===== src/design/dk_pkg.sv =====
// shared types and constants for the dijet kinematics pipeline
package dk_pkg;

  localparam int ETA_BITS          = 12;
  localparam int PHI_BITS          = 16;
  localparam int MASS_BITS         = 21;
  localparam int MOMENTUM_BITS_DEF = 20;

  localparam logic [MASS_BITS-1:0] MASS_MAX = {MASS_BITS{1'b1}};

  // per-pair results that ride along with the mass computation
  typedef struct packed {
    logic                opposite;
    logic [ETA_BITS-1:0] eta_gap;
    logic [PHI_BITS-1:0] phi_gap;
    logic                invalid;
  } side_t;

endpackage


===== src/design/dk_prep.sv =====
// front pipeline: momentum sums, magnitudes, squares and mass squared
module dk_prep #(
  parameter int MOMENTUM_BITS = dk_pkg::MOMENTUM_BITS_DEF
) (
  input  logic                                   clk,
  input  logic                                   rst,
  input  logic                                   in_valid,
  output logic                                   in_ready,
  input  logic signed [dk_pkg::ETA_BITS-1:0]      first_eta,
  input  logic        [dk_pkg::PHI_BITS-1:0]      first_phi,
  input  logic signed [MOMENTUM_BITS-1:0]        first_px,
  input  logic signed [MOMENTUM_BITS-1:0]        first_py,
  input  logic signed [MOMENTUM_BITS-1:0]        first_pz,
  input  logic        [MOMENTUM_BITS-1:0]        first_energy,
  input  logic signed [dk_pkg::ETA_BITS-1:0]      second_eta,
  input  logic        [dk_pkg::PHI_BITS-1:0]      second_phi,
  input  logic signed [MOMENTUM_BITS-1:0]        second_px,
  input  logic signed [MOMENTUM_BITS-1:0]        second_py,
  input  logic signed [MOMENTUM_BITS-1:0]        second_pz,
  input  logic        [MOMENTUM_BITS-1:0]        second_energy,
  output logic                                   out_valid,
  input  logic                                   out_ready,
  output dk_pkg::side_t                          out_side,
  output logic        [2*MOMENTUM_BITS+1:0]      out_rad
);

  localparam int SB = MOMENTUM_BITS + 1;
  localparam int QB = 2 * MOMENTUM_BITS + 2;
  localparam int EB = dk_pkg::ETA_BITS;
  localparam int PB = dk_pkg::PHI_BITS;

  logic v1, v2, v3, v4, v5;
  logic rdy1, rdy2, rdy3, rdy4, rdy5;

  // stage 1 comb
  logic [SB-1:0]   sx_next, sy_next, sz_next, se_next;
  logic [EB:0]     de;
  logic [EB:0]     de_abs;
  logic [PB-1:0]   dphi;
  logic            pos0, neg0, pos1, neg1;
  dk_pkg::side_t   side_next;

  // stage registers
  logic [SB-1:0]   sx1, sy1, sz1, se1;
  dk_pkg::side_t   side1, side2, side3, side4, side5;
  logic [SB-1:0]   ax2, ay2, az2, se2;
  logic [QB-1:0]   x3, y3, z3, e3;
  logic [QB-1:0]   psq4, esq4;
  logic [QB-1:0]   rad5;

  assign rdy5     = !v5 || out_ready;
  assign rdy4     = !v4 || rdy5;
  assign rdy3     = !v3 || rdy4;
  assign rdy2     = !v2 || rdy3;
  assign rdy1     = !v1 || rdy2;
  assign in_ready = rdy1;

  always_comb begin
    sx_next = {first_px[MOMENTUM_BITS-1], first_px} + {second_px[MOMENTUM_BITS-1], second_px};
    sy_next = {first_py[MOMENTUM_BITS-1], first_py} + {second_py[MOMENTUM_BITS-1], second_py};
    sz_next = {first_pz[MOMENTUM_BITS-1], first_pz} + {second_pz[MOMENTUM_BITS-1], second_pz};
    se_next = {1'b0, first_energy} + {1'b0, second_energy};
    de      = {first_eta[EB-1], first_eta} - {second_eta[EB-1], second_eta};
    de_abs  = de[EB] ? (~de + 1'b1) : de;
    dphi    = first_phi - second_phi;
    // zero eta sits on neither side
    pos0    = !first_eta[EB-1] && (first_eta != '0);
    neg0    = first_eta[EB-1];
    pos1    = !second_eta[EB-1] && (second_eta != '0);
    neg1    = second_eta[EB-1];
    side_next.opposite = (pos0 && neg1) || (neg0 && pos1);
    side_next.eta_gap  = de_abs[EB-1:0];
    // half a turn maps onto itself
    side_next.phi_gap  = dphi[PB-1] ? (~dphi + 1'b1) : dphi;
    side_next.invalid  = 1'b0;
  end

  always_ff @(posedge clk) begin
    if (rst) begin
      v1 <= 1'b0;
      v2 <= 1'b0;
      v3 <= 1'b0;
      v4 <= 1'b0;
      v5 <= 1'b0;
    end else begin
      if (rdy1) v1 <= in_valid;
      if (rdy2) v2 <= v1;
      if (rdy3) v3 <= v2;
      if (rdy4) v4 <= v3;
      if (rdy5) v5 <= v4;
    end
  end

  always_ff @(posedge clk) begin
    if (rdy1) begin
      sx1   <= sx_next;
      sy1   <= sy_next;
      sz1   <= sz_next;
      se1   <= se_next;
      side1 <= side_next;
    end
    // magnitudes
    if (rdy2) begin
      ax2   <= sx1[SB-1] ? (~sx1 + 1'b1) : sx1;
      ay2   <= sy1[SB-1] ? (~sy1 + 1'b1) : sy1;
      az2   <= sz1[SB-1] ? (~sz1 + 1'b1) : sz1;
      se2   <= se1;
      side2 <= side1;
    end
    // squares
    if (rdy3) begin
      x3    <= ax2 * ax2;
      y3    <= ay2 * ay2;
      z3    <= az2 * az2;
      e3    <= se2 * se2;
      side3 <= side2;
    end
    if (rdy4) begin
      psq4  <= x3 + y3 + z3;
      esq4  <= e3;
      side4 <= side3;
    end
    // negative mass squared clamps to zero radicand
    if (rdy5) begin
      side5.opposite <= side4.opposite;
      side5.eta_gap  <= side4.eta_gap;
      side5.phi_gap  <= side4.phi_gap;
      side5.invalid  <= esq4 < psq4;
      rad5           <= (esq4 < psq4) ? '0 : (esq4 - psq4);
    end
  end

  assign out_valid = v5;
  assign out_side  = side5;
  assign out_rad   = rad5;

endmodule


===== config.mk =====
export PLATFORM = sky130hd
export DESIGN_NAME = dk_prep
export DESIGN_NICKNAME = d
export VERILOG_FILES = /design/src/design/dk_pkg.sv /design/src/design/dk_prep.sv
export SDC_FILE = /design/constraint.sdc
export NUM_CORES = 2
export LEC_CHECK = 0
export BUFFER_PORTS_ARGS = -buffer_cell sky130_fd_sc_hd__buf_2
export CAP_MARGIN = 5
export CORE_ASPECT_RATIO = 1.4
export CORE_MARGIN = 1.5
export CORE_UTILIZATION = 35
export CTS_BUF_LIST = sky130_fd_sc_hd__clkbuf_8
export DETAILED_ROUTE_END_ITERATION = 12
export GPL_TIMING_DRIVEN = 0
export MAX_ROUTING_LAYER = met4
export PLACE_DENSITY_LB_ADDON = 0.12
export SYNTH_ARGS = -nofsm -noshare
export SYNTH_HDL_FRONTEND = slang
export SYNTH_SLANG_ARGS = --single-unit
export TNS_END_PERCENT = 10

===== constraint.sdc =====
create_clock -name clk -period 9.7 [get_ports clk]
set_input_delay 2.425 -clock clk [delete_from_list [all_inputs] [get_ports clk]]
set_output_delay 2.425 -clock clk [all_outputs]
set_load 0.01 [all_outputs]

**Yosys cells after proc, flatten, opt, wreduce, memory -nomap -nowiden**

Index checks and enable logic that the tools add are counted.

- Register bits: 613
- Memory bits (writable): 0
- ROM bits: 0
- Memories: 0
- Bits in latches: 0
- Word-level logic and storage cells: 88

- Shift-type cells: 0
- $mul: 4
- Div/mod/pow operators: 0
- Equality and inequality tests: 0
- Order comparisons: 1
- Bitwise logic cells: 5
- Reduce and logical (&&, ||, !) cells: 19
- $add $sub $neg: 14
- Mux-type cells: 5

Operators with widths:

| cell | count |
|---|---|
| $mul 21x21->42 | 4 |
| $add 20x20->21 | 4 |
| $add 42x42->42 | 2 |
| $add 21x1->21 const B | 3 |
| $not 21->21 | 3 |
| $mux 20 | 3 |
| $lt 42x42->1 | 1 |
| $sub 42x42->42 | 1 |
| $reduce_bool 12->1 | 2 |
| $add 16x1->16 const B | 1 |
| $not 16->16 | 1 |
| $sub 16x16->16 | 1 |
| $mux 15 | 1 |
| $sub 12x12->13 | 1 |
| $add 12x1->12 const B | 1 |
| $mux 12 | 1 |
| $not 12->12 | 1 |
| $logic_not 1->1 | 7 |
| $logic_or 1x1->1 | 6 |
| $logic_and 1x1->1 | 4 |

**Depth between registers and ports, before layout**

- Word-level depth: 6
- Mapped depth: 29
- Mapped depth without buffers: 27

**Least setup slack after synthesis**

OpenSTA, ideal clock, no wires.

- Path type: input to output
- From: input out_ready
- To: output in_ready
- Arrival time: 5.512 ns
- Buffers on the path: 0
- Required time: 7.275 ns
- Slack: 1.763 ns
- Stages: 3
- Cell sequence: nor2b_1 > and3_1 > nand3_1

- Cells in the longest elaborated chain, start to end: 5

RTL lines:

| element | RTL line | source |
|---|---|---|
| start, declared | dk_prep.sv:22 | `input logic out_ready,` |
| $logic_or 1x1->1 | dk_prep.sv:51 | `assign rdy5 = !v5 \|\| out_ready;` |
| $logic_or 1x1->1 | dk_prep.sv:52 | `assign rdy4 = !v4 \|\| rdy5;` |
| $logic_or 1x1->1 | dk_prep.sv:53 | `assign rdy3 = !v3 \|\| rdy4;` |
| $logic_or 1x1->1 | dk_prep.sv:54 | `assign rdy2 = !v2 \|\| rdy3;` |
| $logic_or 1x1->1 | dk_prep.sv:55 | `assign rdy1 = !v1 \|\| rdy2;` |
| end, declared | dk_prep.sv:8 | `output logic in_ready,` |

No other way between the ends.

**Worst setup path after layout**

- From: register se2[3]
- To: register e3[40] (data pin)

- Cells in the longest elaborated chain, start to end: 1

RTL lines:

| element | RTL line | source |
|---|---|---|
| start, declared | dk_prep.sv:46 | `logic [SB-1:0] ax2, ay2, az2, se2;` |
| start signal, assigned | dk_prep.sv:107 | `se2 <= se1;` |
| $mul 21x21->42 | dk_prep.sv:115 | `e3 <= se2 * se2;` |
| end signal, assigned | dk_prep.sv:115 |  |
| end, declared | dk_prep.sv:47 | `logic [QB-1:0] x3, y3, z3, e3;` |

No other way between the ends.
A chain may end at the register's enable or synchronous reset.

==> impl_metrics.ini <==
[route]
wire_per_inst_um = 19.2
first_pass_iters = 5
first_iter_violations = 2390
drt-met1-wl_mm = 85.0
vias_per_cell = 4.76
top_layer = met4
drc = 0
ant_nets = 0
vias = 53472
wl_mm = 215
wl_met3_mm = 7.25
wl_met2_mm = 115

[clock_network]
clk_latency_ps = 870
cts-buffers-inserted = 101
root_buffer = clkbuf_8
clock_sinks = 608
post_cts_buffers = 0
cts_tree = yes
clockBufferDepth = 3
cts.repair.resized = 0
clk_pin_slew_worst_paths_ps = 70
cts_hold_buf = 0
htreeDepth = 3

[sta]
min_period_ps = 9190
slew_violations = 0
fmax_ghz = 0.109
finalSetupViolations = 0
relSlewSlack = 0.295
finalCritPeriodShare = 0.947
finalSetupTns_ps = 0
clock_skew_ps = 84.2
finalHoldViolations = 0
tightest_slew_ps = 1060
rsz0062_at_grt = no

[logic_synthesis]
yosys_warnings = 0
seq_area_frac_synth = 0.229
synth_ff_type = edfxtp_1
ys_ff_latch = 608
yosys-top-cells-area = fa_1 32%, edfxtp_1 23%, ha_1 13%
syn_inst = 7716
syn_avg_cell_area_sq_um = 10.3
syn-cell-area_sq_um = 79400
synth_top_area_share = 0.325
yosys.area.top_type = fa_1
synth.distinct_cells = 80
synthArstFlopShare = 0
synth_edf_count = 603

[die]
io_pins = 294
coreArea_sq_um = 225000
die-area_sq_um = 230000
fp-row-count = 206
die_h_um = 567
die_w_um = 406
start_util = 0.353

[setup_path]
startpoint_type = flop
cp_data_arrival_time_ps = 9760
path_class = reg -> reg
rrSetupSlack_ps = 510
worst_setup_path_end_kind = flop
worstPathMaxFanout = 10
required_ps = 10270

[global_route]
grt_max_degree = 99
antenna_found_initial = 12
grt_usage = 0.199
gr-total-overflow = 0
grt_pass1_wl_mm = 339
grt_pass1_vias = 59439

[final_layout]
layout-area-overhead-vs-synth_pct = 9.83
final_common_cell = inv_1
nNetsFinal = 10433
final_cell_mix = 1806 x inv_1, 1288 x fa_1, 803 x ha_1
layout-drive-gt1-share = 0.0612

[placed_design]
portBuffers = 293
gp_congestion = 0.892
dp_hpwl_mm = 180

[worst_hold_path]
hold_class = reg -> reg

[flow_run]
drv_cap = 0

[status]
status = finished clean
[cells in the mapped netlist, drive strengths merged, types with 57 or more instances]
master / number
xor2: 129
xnor2: 288
inv: 1785
nor3: 57
edfxtp: 603
clkbuf: 201
nand3: 70
ha: 803
nor2: 266
fa: 1288
a21oi: 287
and2: 356
nor2b: 66
o21ai: 166
nand2: 638
a21o: 184
[path summary, 6_finish.rpt]
path | startpoint | to | cells past startpoint
worst max-delay path | se2[3] | e3[40] | 27
worst min-delay path | e3[23] | esq4[23] | 0
worst max register to register | se2[3] | e3[40] | 27
worst min register to register | e3[23] | esq4[23] | 0
[routing by layer]
layer  global-route usage  vias to the layer above
li1                     -                    25228
met1                0.226                    27029
met2                0.361                      905
met3               0.0211                      310
met4               0.0642                        0
met5                    -                        -
[cells by family (layout without fill, tap and decap cells)]
logic type,after synthesis,in the layout,synth area share
other cells,1,9,0.0000472
buf+inv,1996,2486,0.0946
simple gates,1634,1634,0.0988
mux,8,8,0.00110
xor+xnor,417,417,0.0460
compound gates,961,961,0.0793
flops,608,608,0.229
fa+ha+maj,2091,2091,0.451
[layout make-up]
cell class | instances | area (sq um)
antenna | 6 | 15.0
buffer | 211 | 815
clock buffer | 101 | 1390
clock inverter | 88 | 917
fill | 22753 | 138000
inverter | 1785 | 6710
multi-input combinational | 5114 | 53800
sequential | 608 | 18200
tap | 3016 | 3770
timing repair buffer | 301 | 1670
[worst max-delay path: stages, from the launching register on]
cell	delay, ps
edfxtp_1	560
clkbuf_1	540
clkbuf_1	630
nand2_1	210
inv_1	120
fa_1	440
fa_1	510
inv_1	50
fa_1	480
inv_1	60
fa_1	480
fa_1	480
fa_1	530
inv_1	50
fa_1	480
inv_1	90
ha_1	290
clkbuf_1	190
a21o_1	190
a21o_1	160
a21o_1	180
nor4_1	480
o311ai_0	390
a41oi_1	460
o21ai_0	250
a221o_1	360
a21oi_1	180
xnor2_1	120
[registers in the layout (all words and copies together) (netlist names), 21 cells and up]
name	flops
side2	29
side4	29
sz1	21
e3	41
y3	41
se1	21
side3	29
psq4	42
az2	21
out_side	30
esq4	41
x3	41
out_rad	42
sy1	21
ax2	21
ay2	21
sx1	21
z3	41
se2	21
side1	29
[metrics by stage]
stage / setup WS, ps / instance area (sq um) / utilization / cells / hold WS [ps]
floorplan: 1760 / 79500 / - / 7718 / 400
global placement: -1810 / 84700 / 0.376 / 11027 / 401
detailed placement: 493 / 84900 / 0.377 / 11035 / 405
CTS: 520 / 87200 / 0.387 / 11224 / 365
global route: 113 / 87300 / 0.387 / 11229 / 372
finish: 511 / 87300 / 0.387 / 11230 / 389
Power is left out: the tool's default activity adds up to more than one toggle a clock period on the data nets, which glitch-free logic cannot reach.
