[config.mk]
export PLATFORM = sky130hd
export DESIGN_NAME = dk_sqrt_step
export DESIGN_NICKNAME = d
export VERILOG_FILES = /design/src/design/dk_pkg.sv /design/src/design/dk_sqrt_step.sv
export SDC_FILE = /design/constraint.sdc
export NUM_CORES = 1
export LEC_CHECK = 0
export BUFFER_PORTS_ARGS = -buffer_cell sky130_fd_sc_hd__buf_4
export CAP_MARGIN = 20
export CORE_UTILIZATION = 47
export DETAILED_ROUTE_END_ITERATION = 12
export PLACE_DENSITY = 0.8
export SYNTH_ARGS = -nofsm -noshare
export SYNTH_HDL_FRONTEND = slang
export SYNTH_SLANG_ARGS = --single-unit
[constraint.sdc]
create_clock -name clk -period 4.45 [get_ports clk]
set_input_delay 0.6675 -clock clk [delete_from_list [all_inputs] [get_ports clk]]
set_output_delay 0.6675 -clock clk [all_outputs]
set_load 0.005 [all_outputs]
[src/design/dk_pkg.sv]
// shared types and constants for the dijet kinematics pipeline
package dk_pkg;

  localparam int ETA_BITS          = 12;
  localparam int PHI_BITS          = 16;
  localparam int MASS_BITS         = 21;
  localparam int MOMENTUM_BITS_DEF = 20;

  localparam logic [MASS_BITS-1:0] MASS_MAX = {MASS_BITS{1'b1}};

  // per-pair results that ride along with the mass computation
  typedef struct packed {
    logic                opposite;
    logic [ETA_BITS-1:0] eta_gap;
    logic [PHI_BITS-1:0] phi_gap;
    logic                invalid;
  } side_t;

endpackage

[src/design/dk_sqrt_step.sv]
// one pipelined digit of the integer square root
module dk_sqrt_step #(
  parameter int ROOT_BITS = dk_pkg::MOMENTUM_BITS_DEF + 1
) (
  input  logic                     clk,
  input  logic                     rst,
  input  logic                     in_valid,
  output logic                     in_ready,
  input  dk_pkg::side_t            in_side,
  input  logic [2*ROOT_BITS-1:0]   in_rad,
  input  logic [ROOT_BITS:0]       in_rem,
  input  logic [ROOT_BITS-1:0]     in_root,
  output logic                     out_valid,
  input  logic                     out_ready,
  output dk_pkg::side_t            out_side,
  output logic [2*ROOT_BITS-1:0]   out_rad,
  output logic [ROOT_BITS:0]       out_rem,
  output logic [ROOT_BITS-1:0]     out_root
);

  logic [ROOT_BITS+2:0] rem_sh;
  logic [ROOT_BITS+2:0] trial;
  logic [ROOT_BITS+2:0] diff;
  logic                 take;

  always_comb begin
    // bring down the next two radicand bits
    rem_sh = {in_rem, in_rad[2*ROOT_BITS-1 -: 2]};
    trial  = {1'b0, in_root, 2'b01};
    take   = rem_sh >= trial;
    diff   = rem_sh - trial;
  end

  assign in_ready = !out_valid || out_ready;

  always_ff @(posedge clk) begin
    if (rst) begin
      out_valid <= 1'b0;
    end else if (in_ready) begin
      out_valid <= in_valid;
    end
  end

  always_ff @(posedge clk) begin
    if (in_ready) begin
      out_side <= in_side;
      out_rad  <= {in_rad[2*ROOT_BITS-3:0], 2'b00};
      out_rem  <= take ? diff[ROOT_BITS:0] : rem_sh[ROOT_BITS:0];
      out_root <= {in_root[ROOT_BITS-2:0], take};
    end
  end

endmodule

# After elaboration in Yosys (flattened, before gate mapping)
# Index checks and enable logic that the tools add are counted.
# op_classes
add_sub_neg,1
order_cmp,1
n_mux,1
reduce_logical,2
# ops
operator,count
>= comparator 24 x 23 -> 1 bit,1
two-way mux 22 bit,1
subtractor 22 bit,1
zero test 1 bit,1
logical OR 1 bit,1
# totals
regBits,114
in_bits,119
wordCells,13

# Depth between registers and ports, before layout
# Gate-level depths: netlist of the first run.
# logic_depth
depth_word,2
depth_mapped,10
ltp_nobuf,8

# Least setup slack after synthesis of the first run
# OpenSTA, ideal clock, no wires.
# synth_path
path_kind,input to output
startpoint,in out_ready
endpoint,out in_ready
arrival_time_ns,3.454
required_time_ns,3.783
slack_ns,0.328
path_stages,1
path_cell_list,nand2b_1
# synth_via
elab_chain_cells,1
# synth_lines
element,line_no,source
"start, declared",dk_sqrt_step.sv:14,"input logic out_ready,"
logical OR 1 bit,dk_sqrt_step.sv:34,assign in_ready = !out_valid || out_ready;
"end, declared",dk_sqrt_step.sv:8,"output logic in_ready,"
# No other way between the ends.

# Worst setup path in the final report of the first run
# layout_path
startpoint,in in_rem[13]
endpoint,"reg out_rem[6], data pin"
# layout_via
elab_chain_cells,2
# layout_lines
element,line_no,source
"start, declared",dk_sqrt_step.sv:11,"input logic [ROOT_BITS:0] in_rem,"
>= comparator 24 x 23 -> 1 bit,dk_sqrt_step.sv:30,take = rem_sh >= trial;
two-way mux 22 bit,dk_sqrt_step.sv:48,out_rem <= take ? diff[ROOT_BITS:0] : rem_sh[ROOT_BITS:0];
"end signal, assigned",dk_sqrt_step.sv:48,
"end, declared",dk_sqrt_step.sv:17,"output logic [ROOT_BITS:0] out_rem,"
# No other way between the ends.
# A chain may end at the register's enable or synchronous reset.

==> results of run 1 <==
-- synthesized netlist by cell type (2+ instances only) --
cell type,count
a211oi_1,6
a21oi_1,18
a21oi_2,7
a31o_1,2
and2_1,3
buf_2,7
buf_4,2
buf_6,3
edfxtp_1,113
ha_1,23
inv_1,31
mux2_1,2
mux2_4,15
mux2i_1,3
nand2_1,18
nand2b_1,3
nand3_1,3
nand4_1,4
nor2_1,18
nor3_1,4
o211a_1,2
o211ai_1,5
o211ai_2,2
o21a_1,5
o21ai_0,14
o21ai_1,4
o21ai_2,2
o31ai_1,2
or2_1,2
or4_1,2
xnor2_1,11
xor2_1,5
-- sequential cells by signal, indices dropped and copies added, names as in the netlist --
name,cells
out_side,30
out_rem,22
out_root,21
out_valid,1
out_rad,40
-- cells by family after synthesis --
family	share of synthesized area (%)
flip-flops	65.0
XOR/XNOR	2.67
buffers and inverters	3.89
other	0.0714
AO/OA/AOI/OAI	11.4
AND/OR/NAND/NOR	5.98
multiplexers	5.51
adder cells (fa/ha/maj)	5.48
-- worst max-delay path by stage --
stage                       endpoint        start  cells past startpoint
4_1_cts         out_rem[6]$_DFFE_PP_  in_root[13]                     10
2_1_floorplan               in_ready    out_ready                      1
6_report        out_rem[6]$_DFFE_PP_   in_rem[13]                      9
3_3_place_gp   out_rem[15]$_DFFE_PP_   in_root[3]                     10
3_5_place_dp    out_rem[7]$_DFFE_PP_  in_root[13]                     10
5_1_grt         out_rem[6]$_DFFE_PP_  in_root[13]                     10
-- per-layer routing --
metal | global-route usage, % | vias up | share of wire [%]
met5 | 0 | - | 0
met4 | 9.98 | 0 | 2.6
met3 | 8.11 | 27 | 8.5
met2 | 42.9 | 172 | 52
met1 | 26.1 | 1880 | 36
li1 | - | 1856 | -
-- critical path: stages --
cell	delay (ps)
buf_4	120
ha_1	460
nand4_1	240
inv_1	150
a21oi_2	70
o31ai_1	210
a211o_1	490
buf_4	370
mux2_4	330
-- final cells by class --
cell class / instances / share of cell area (%)
inverter: 31 / 1.52
clock buffer: 18 / 5.45
sequential: 114 / 44.5
multi-input combinational: 208 / 21.4
tap: 140 / 2.28
clock inverter: 14 / 1.83
timing repair buffer: 235 / 23.0
-- power breakdown --
part | internal (mW) | switching (mW)
registers | 1.30 | 0.0304
clock network | 0.791 | 0.463
logic | 0.310 | 0.256
-- stage by stage --
step	hold slack (ps)	setup WS [ps]	power, mW
finish	313	1610	3.15
global route	288	1460	3.26
CTS	290	1630	3.18
detailed placement	826	1100	1.92
global placement	824	1190	1.90
floorplan	737	328	1.62
==> reports/qor.csv, run 1 <==
metric,value,unit
status,"finished, final reports clean",
syn_avg_cell_area,14.4,um2
die_height,108,um
finalMaxSlewViolations,0,
synth_flop_cell,edfxtp_1,
multi_input_area,0.00164,mm2
r2r-start,out_valid$_SDFFE_PP0P_,
drc_errors,0,
ys_types,56,
h-tree-depth,4,
drtIter0Drc,245,
finalSetupViolCount,0,
drive_gt1_share,48.1,%
antenna_found_initial,0,
totalWireLength,14200,um
fin_tns_setup,0,ps
dieArea,0.0116,mm2
avgRoutedWirePerCell,18.7,um
synth_enable_flop_cells,113,
synth-seq-cells,114,
grt_pass1_vias,3771,
yosysTopAreaCell,edfxtp_1,
hp-start,rst,
reg2reg_slack,2380,ps
holdPathEnd,out_valid$_SDFFE_PP0P_,
io_pins,236,
fillers,751,
first_pass_iters,4,
final_common_cell,buf_4,
syn2layout_area_growth,46.1,%
worstReg2RegEnd,out_side[1]$_DFFE_PP_,
worstPathArrival,3090,ps
synth_warnings,0,
startpoint_type,primary input,
hold_class,primary input to flip-flop,
holdPathStages,2,
start_util,48.4,%
num_vias,3935,
max_slew.worst_pin.slew,966,ps
hold_viol,0,
synth_top_cell_area_share,64.6,%
num_rows,38,
cts_buffers,17,
p_per_area,411,mW/mm2
rsz0062_at_grt,no,
rr_worst_depth,2,
overflow,0,
final-seq-area,0.00341,mm2
worstSetupEndpointType,flip-flop,
fmax,352,MHz
clkTransAtPathRegs,60,ps
clock-sinks,114,
gp_congestion,0.888,
ys_seq_area_share,65.0,%
async_reset_ff_share,0,%
netlist_instances,365,
grt_first_pass_wirelength,20300,um
fin_util,70.8,%
antenna_cells,0,
mostFrequentLayoutCells,"buf_4, edfxtp_1, inv_1",
peakVddDrop,0.237,mV
period_share,63.9,%
dieWidth,108,um
stdcell_count,760,
slew_headroom,35.6,%
hold_buffers,0,
fin_nets,749,
crit_fanout,14,
tritoncts,yes,
critical_path_required,4700,ps
via_per_inst,5.18,
hpwl,10800,um
synth.area.top_cells,"edfxtp_1, ha_1, mux2_4",
clockRootBuffer,clkbuf_8,
stdcell_area,0.00767,mm2
syn_area,0.00525,mm2
ant_nets,0,
maxCapViolCount,0,
post_cts_resized,0,
fin_crit,2840,ps
track_usage,24.1,%
path_class,primary input to flip-flop,
cts.path.max_buffers,2,
portBuffers,233,
placed_cell_area,0.00711,mm2
place_inst,728,
leakagePower,3.42,nW
clk-insertion-delay-late,500,ps
post_cts_buffers,0,
skew,3.95,ps
fp.coreArea,0.0108,mm2
grt_start_max_net_pins,72,
Note: power is estimated with default switching activity, not from simulation.
==> run 2, diff against run 1 <==
--- a/config.mk
+++ b/config.mk
@@ -5,11 +5,12 @@
 export SDC_FILE = /design/constraint.sdc
 export NUM_CORES = 1
 export LEC_CHECK = 0
+export ABC_AREA = 1
 export BUFFER_PORTS_ARGS = -buffer_cell sky130_fd_sc_hd__buf_4
 export CAP_MARGIN = 20
-export CORE_UTILIZATION = 47
+export CORE_UTILIZATION = 44
 export DETAILED_ROUTE_END_ITERATION = 12
-export PLACE_DENSITY = 0.8
+export PLACE_DENSITY = 0.77
 export SYNTH_ARGS = -nofsm -noshare
 export SYNTH_HDL_FRONTEND = slang
 export SYNTH_SLANG_ARGS = --single-unit
==> constraint.sdc (replaced) <==
create_clock -name clk -period 2.6 [get_ports clk]
set_input_delay 0.39 -clock clk [delete_from_list [all_inputs] [get_ports clk]]
set_output_delay 0.39 -clock clk [all_outputs]
set_load 0.005 [all_outputs]
==> run 2 against run 1 <==
  * Worst hold slack lost 170 ps
  * Routed wire length is 17% higher
  * First-iteration DRC count rose by 5.7%
  * Clock power grew 86%
  * Cell area up 6.3%
  * Sequential share of layout area shrank 2.6 points
  * Synthesized area grew 6.5%
  * Clock skew rose by 6.3 ps
  * Critical path depth up 2
  * Critical endpoint is now out_rem[1]$_DFFE_PP_
  * Largest power group is now the clock network
==> reports/qor.csv, run 2 <==
metric,value,unit,change
yosys-top-cells-count,"nand2_1, edfxtp_1, inv_1",,
syn_avg_cell_area,10.5,um2,-27%
clkTransAtPathRegs,50,ps,about the same
leakagePower,4.04,nW,+18%
path_cells,buf_4 -> ha_1 -> a21oi_1 -> nand2_1 -> nand2_1 -> nand2_1 -> nand2_1 -> nand4_4 -> buf_4 -> nand2_1 -> o21ai_2,,
synth.area.top_cells,"edfxtp_1, nand2_1, inv_1",,
largest_reg_flops,40,,unchanged
cts.path.max_buffers,2,,unchanged
gp_congestion,0.912,,+2.6%
fin_nets,931,,+24%
finalMaxSlewViolations,0,,unchanged
path_class,primary input to flip-flop,,
grt_first_pass_wirelength,24500,um,+21%
p_per_area,685,mW/mm2,+67%
path_buf_inv,2,,-1
pre_cts_ws,338,ps,-757 ps
hold_class,primary input to flip-flop,,
synth_warnings,0,,unchanged
dieWidth,115,um,+6.6%
final_common_cell,buf_4,,
reg2reg_slack,1170,ps,-1210 ps
io_pins,236,,unchanged
worstReg2RegEnd,out_root[4]$_DFFE_PP_,,
worstPathArrival,1990,ps,-1100 ps
critical_path_required,2750,ps,-1950 ps
ys_seq_area_share,61.0,%,-4.0 points
num_rows,40,,+5.3%
hpwl,12600,um,+16%
yosysTopAreaCell,edfxtp_1,,
grt_pass1_vias,4597,,+22%
max_slew.worst_pin.slew,505,ps,-461 ps
post_cts_resized,0,,unchanged
syn2layout_area_growth,45.8,%,
startpoint_type,primary input,,
first_pass_iters,4,,unchanged
start_util,45.8,%,-2.6 points
holdPathEnd,out_valid$_SDFFE_PP0P_,,
top_regs,"out_rad: 40 flops, out_side: 30 flops, out_rem: 22 flops",,
slew_headroom,66.3,%,+31 points
fin_crit,1830,ps,
fin_tns_setup,0,ps,unchanged
die_height,115,um,+6.6%
crit_path_frequent_cell,nand2_1,,
overflow,0,,unchanged
cts_buffers,17,,unchanged
cpPeakStageDelay,360,ps,-130 ps
netlist_instances,535,,+47%
hold_slack,140,ps,-174 ps
synth_top_cell_area_share,60.7,%,-4.0 points
clock-sinks,114,,unchanged
largest-register,out_rad,,
path_delay_family,simple AND/OR/NAND/NOR gates,,
totalWireLength,16600,um,+17%
clk-insertion-delay-late,410,ps,-90 ps
status,"finished, final reports clean",,
r2r-start,out_valid$_SDFFE_PP0P_,,
worstSetupEndpointType,flip-flop,,
h-tree-depth,4,,unchanged
synth-seq-cells,114,,unchanged
num_vias,4616,,+17%
grt_start_max_net_pins,40,,-44%
maxCapViolCount,0,,unchanged
drive_gt1_share,38.5,%,-9.5 points
via_per_inst,4.76,,-8.1%
ant_nets,0,,unchanged
post_cts_buffers,0,,unchanged
peakVddDrop,0.483,mV,+100%
clockRootBuffer,clkbuf_16,,
hold_viol,0,,unchanged
fmax,546,MHz,
hold_buffers,0,,unchanged
drc_errors,0,,unchanged
antenna_cells,0,,unchanged
synth_enable_flop_cells,113,,unchanged
mostFrequentLayoutCells,"buf_4, nand2_1, edfxtp_1",,
tritoncts,yes,,
drtIter0Drc,259,,+5.7%
hp-start,rst,,
crit_fanout,15,,+1
slowest_stage,ha_1,,
track_usage,25.5,%,+1.4 points
async_reset_ff_share,0,%,unchanged
p_total,5.58,mW,+77%
rsz0062_at_grt,no,,
dieArea,0.0132,mm2,+14%
finalSetupViolCount,0,,unchanged
avgRoutedWirePerCell,17.1,um,-8.5%
synth_flop_cell,edfxtp_1,,
period_share,70.5,%,
rr_worst_depth,2,,unchanged
fp.coreArea,0.0122,mm2,+13%
antenna_found_initial,0,,unchanged
skew,10.3,ps,+6.30 ps
holdPathStages,2,,unchanged
fin_ws,767,ps,-838 ps
synth_most_common_cell,nand2_1,,
syn_area,0.00559,mm2,+6.5%
ys_types,31,,-45%
portBuffers,233,,unchanged
run 2: logic make-up (layout without fill, tap and decap cells):
| logic type | after synthesis | in the layout | synth area share (%) |
|---|---|---|---|
| buffers and inverters | 112 | 378 | 8.46 |
| xor gates and xnor gates | 9 | 9 | 1.41 |
| adders and majority gates | 23 | 23 | 5.15 |
| AOI/OAI and AO/OA | 29 | 29 | 3.49 |
| DFF | 114 | 114 | 61.0 |
| and+or+nand+nor | 247 | 247 | 20.4 |
| other | 1 | 2 | 0.0671 |
run 2: power by group:
part / leakage [nW] / switching, mW / internal [mW]
combinational: 2.58 / 0.492 / 0.481
sequential: 1.18 / 0.0527 / 2.22
clock: 0.277 / 0.835 / 1.50
run 2: metrics by stage:
| step | instances | cell area (um2) | utilization (%) |
|---|---|---|---|
| finish | 970 | 8160 | 66.8 |
| detailed placement | 938 | 7560 | 61.9 |
| CTS | 970 | 8160 | 66.8 |
| global route | 970 | 8160 | 66.8 |
| global placement | 938 | 7560 | 61.9 |
| floorplan | 536 | 5600 | - |
run 2: worst max-delay path by stage:
stage	depth (start not counted)	to	start
CTS	11	out_rem[1]$_DFFE_PP_	in_rem[9]
detailed placement	11	out_rem[1]$_DFFE_PP_	in_rem[9]
global route	14	out_rem[15]$_DFFE_PP_	in_root[8]
global placement	11	out_rem[6]$_DFFE_PP_	in_rem[9]
floorplan	2	out_rad[10]$_DFFE_PP_	out_ready
finish	11	out_rem[1]$_DFFE_PP_	in_rem[9]
run 2: cell type report:
type	count	area, um2
fill	998	4060
sequential	114	3410
tap	168	210
clock inverter	14	163
timing repair buffer	243	1840
inverter	103	387
multi-input combinational	310	1720
clock buffer	18	429
run 2: layer usage:
metal  part of all wire (%)  GRT usage (%)
met1                     38           27.6
met2                     52           46.7
met3                    8.1           8.70
met4                    2.2           8.48
met5                      0              0
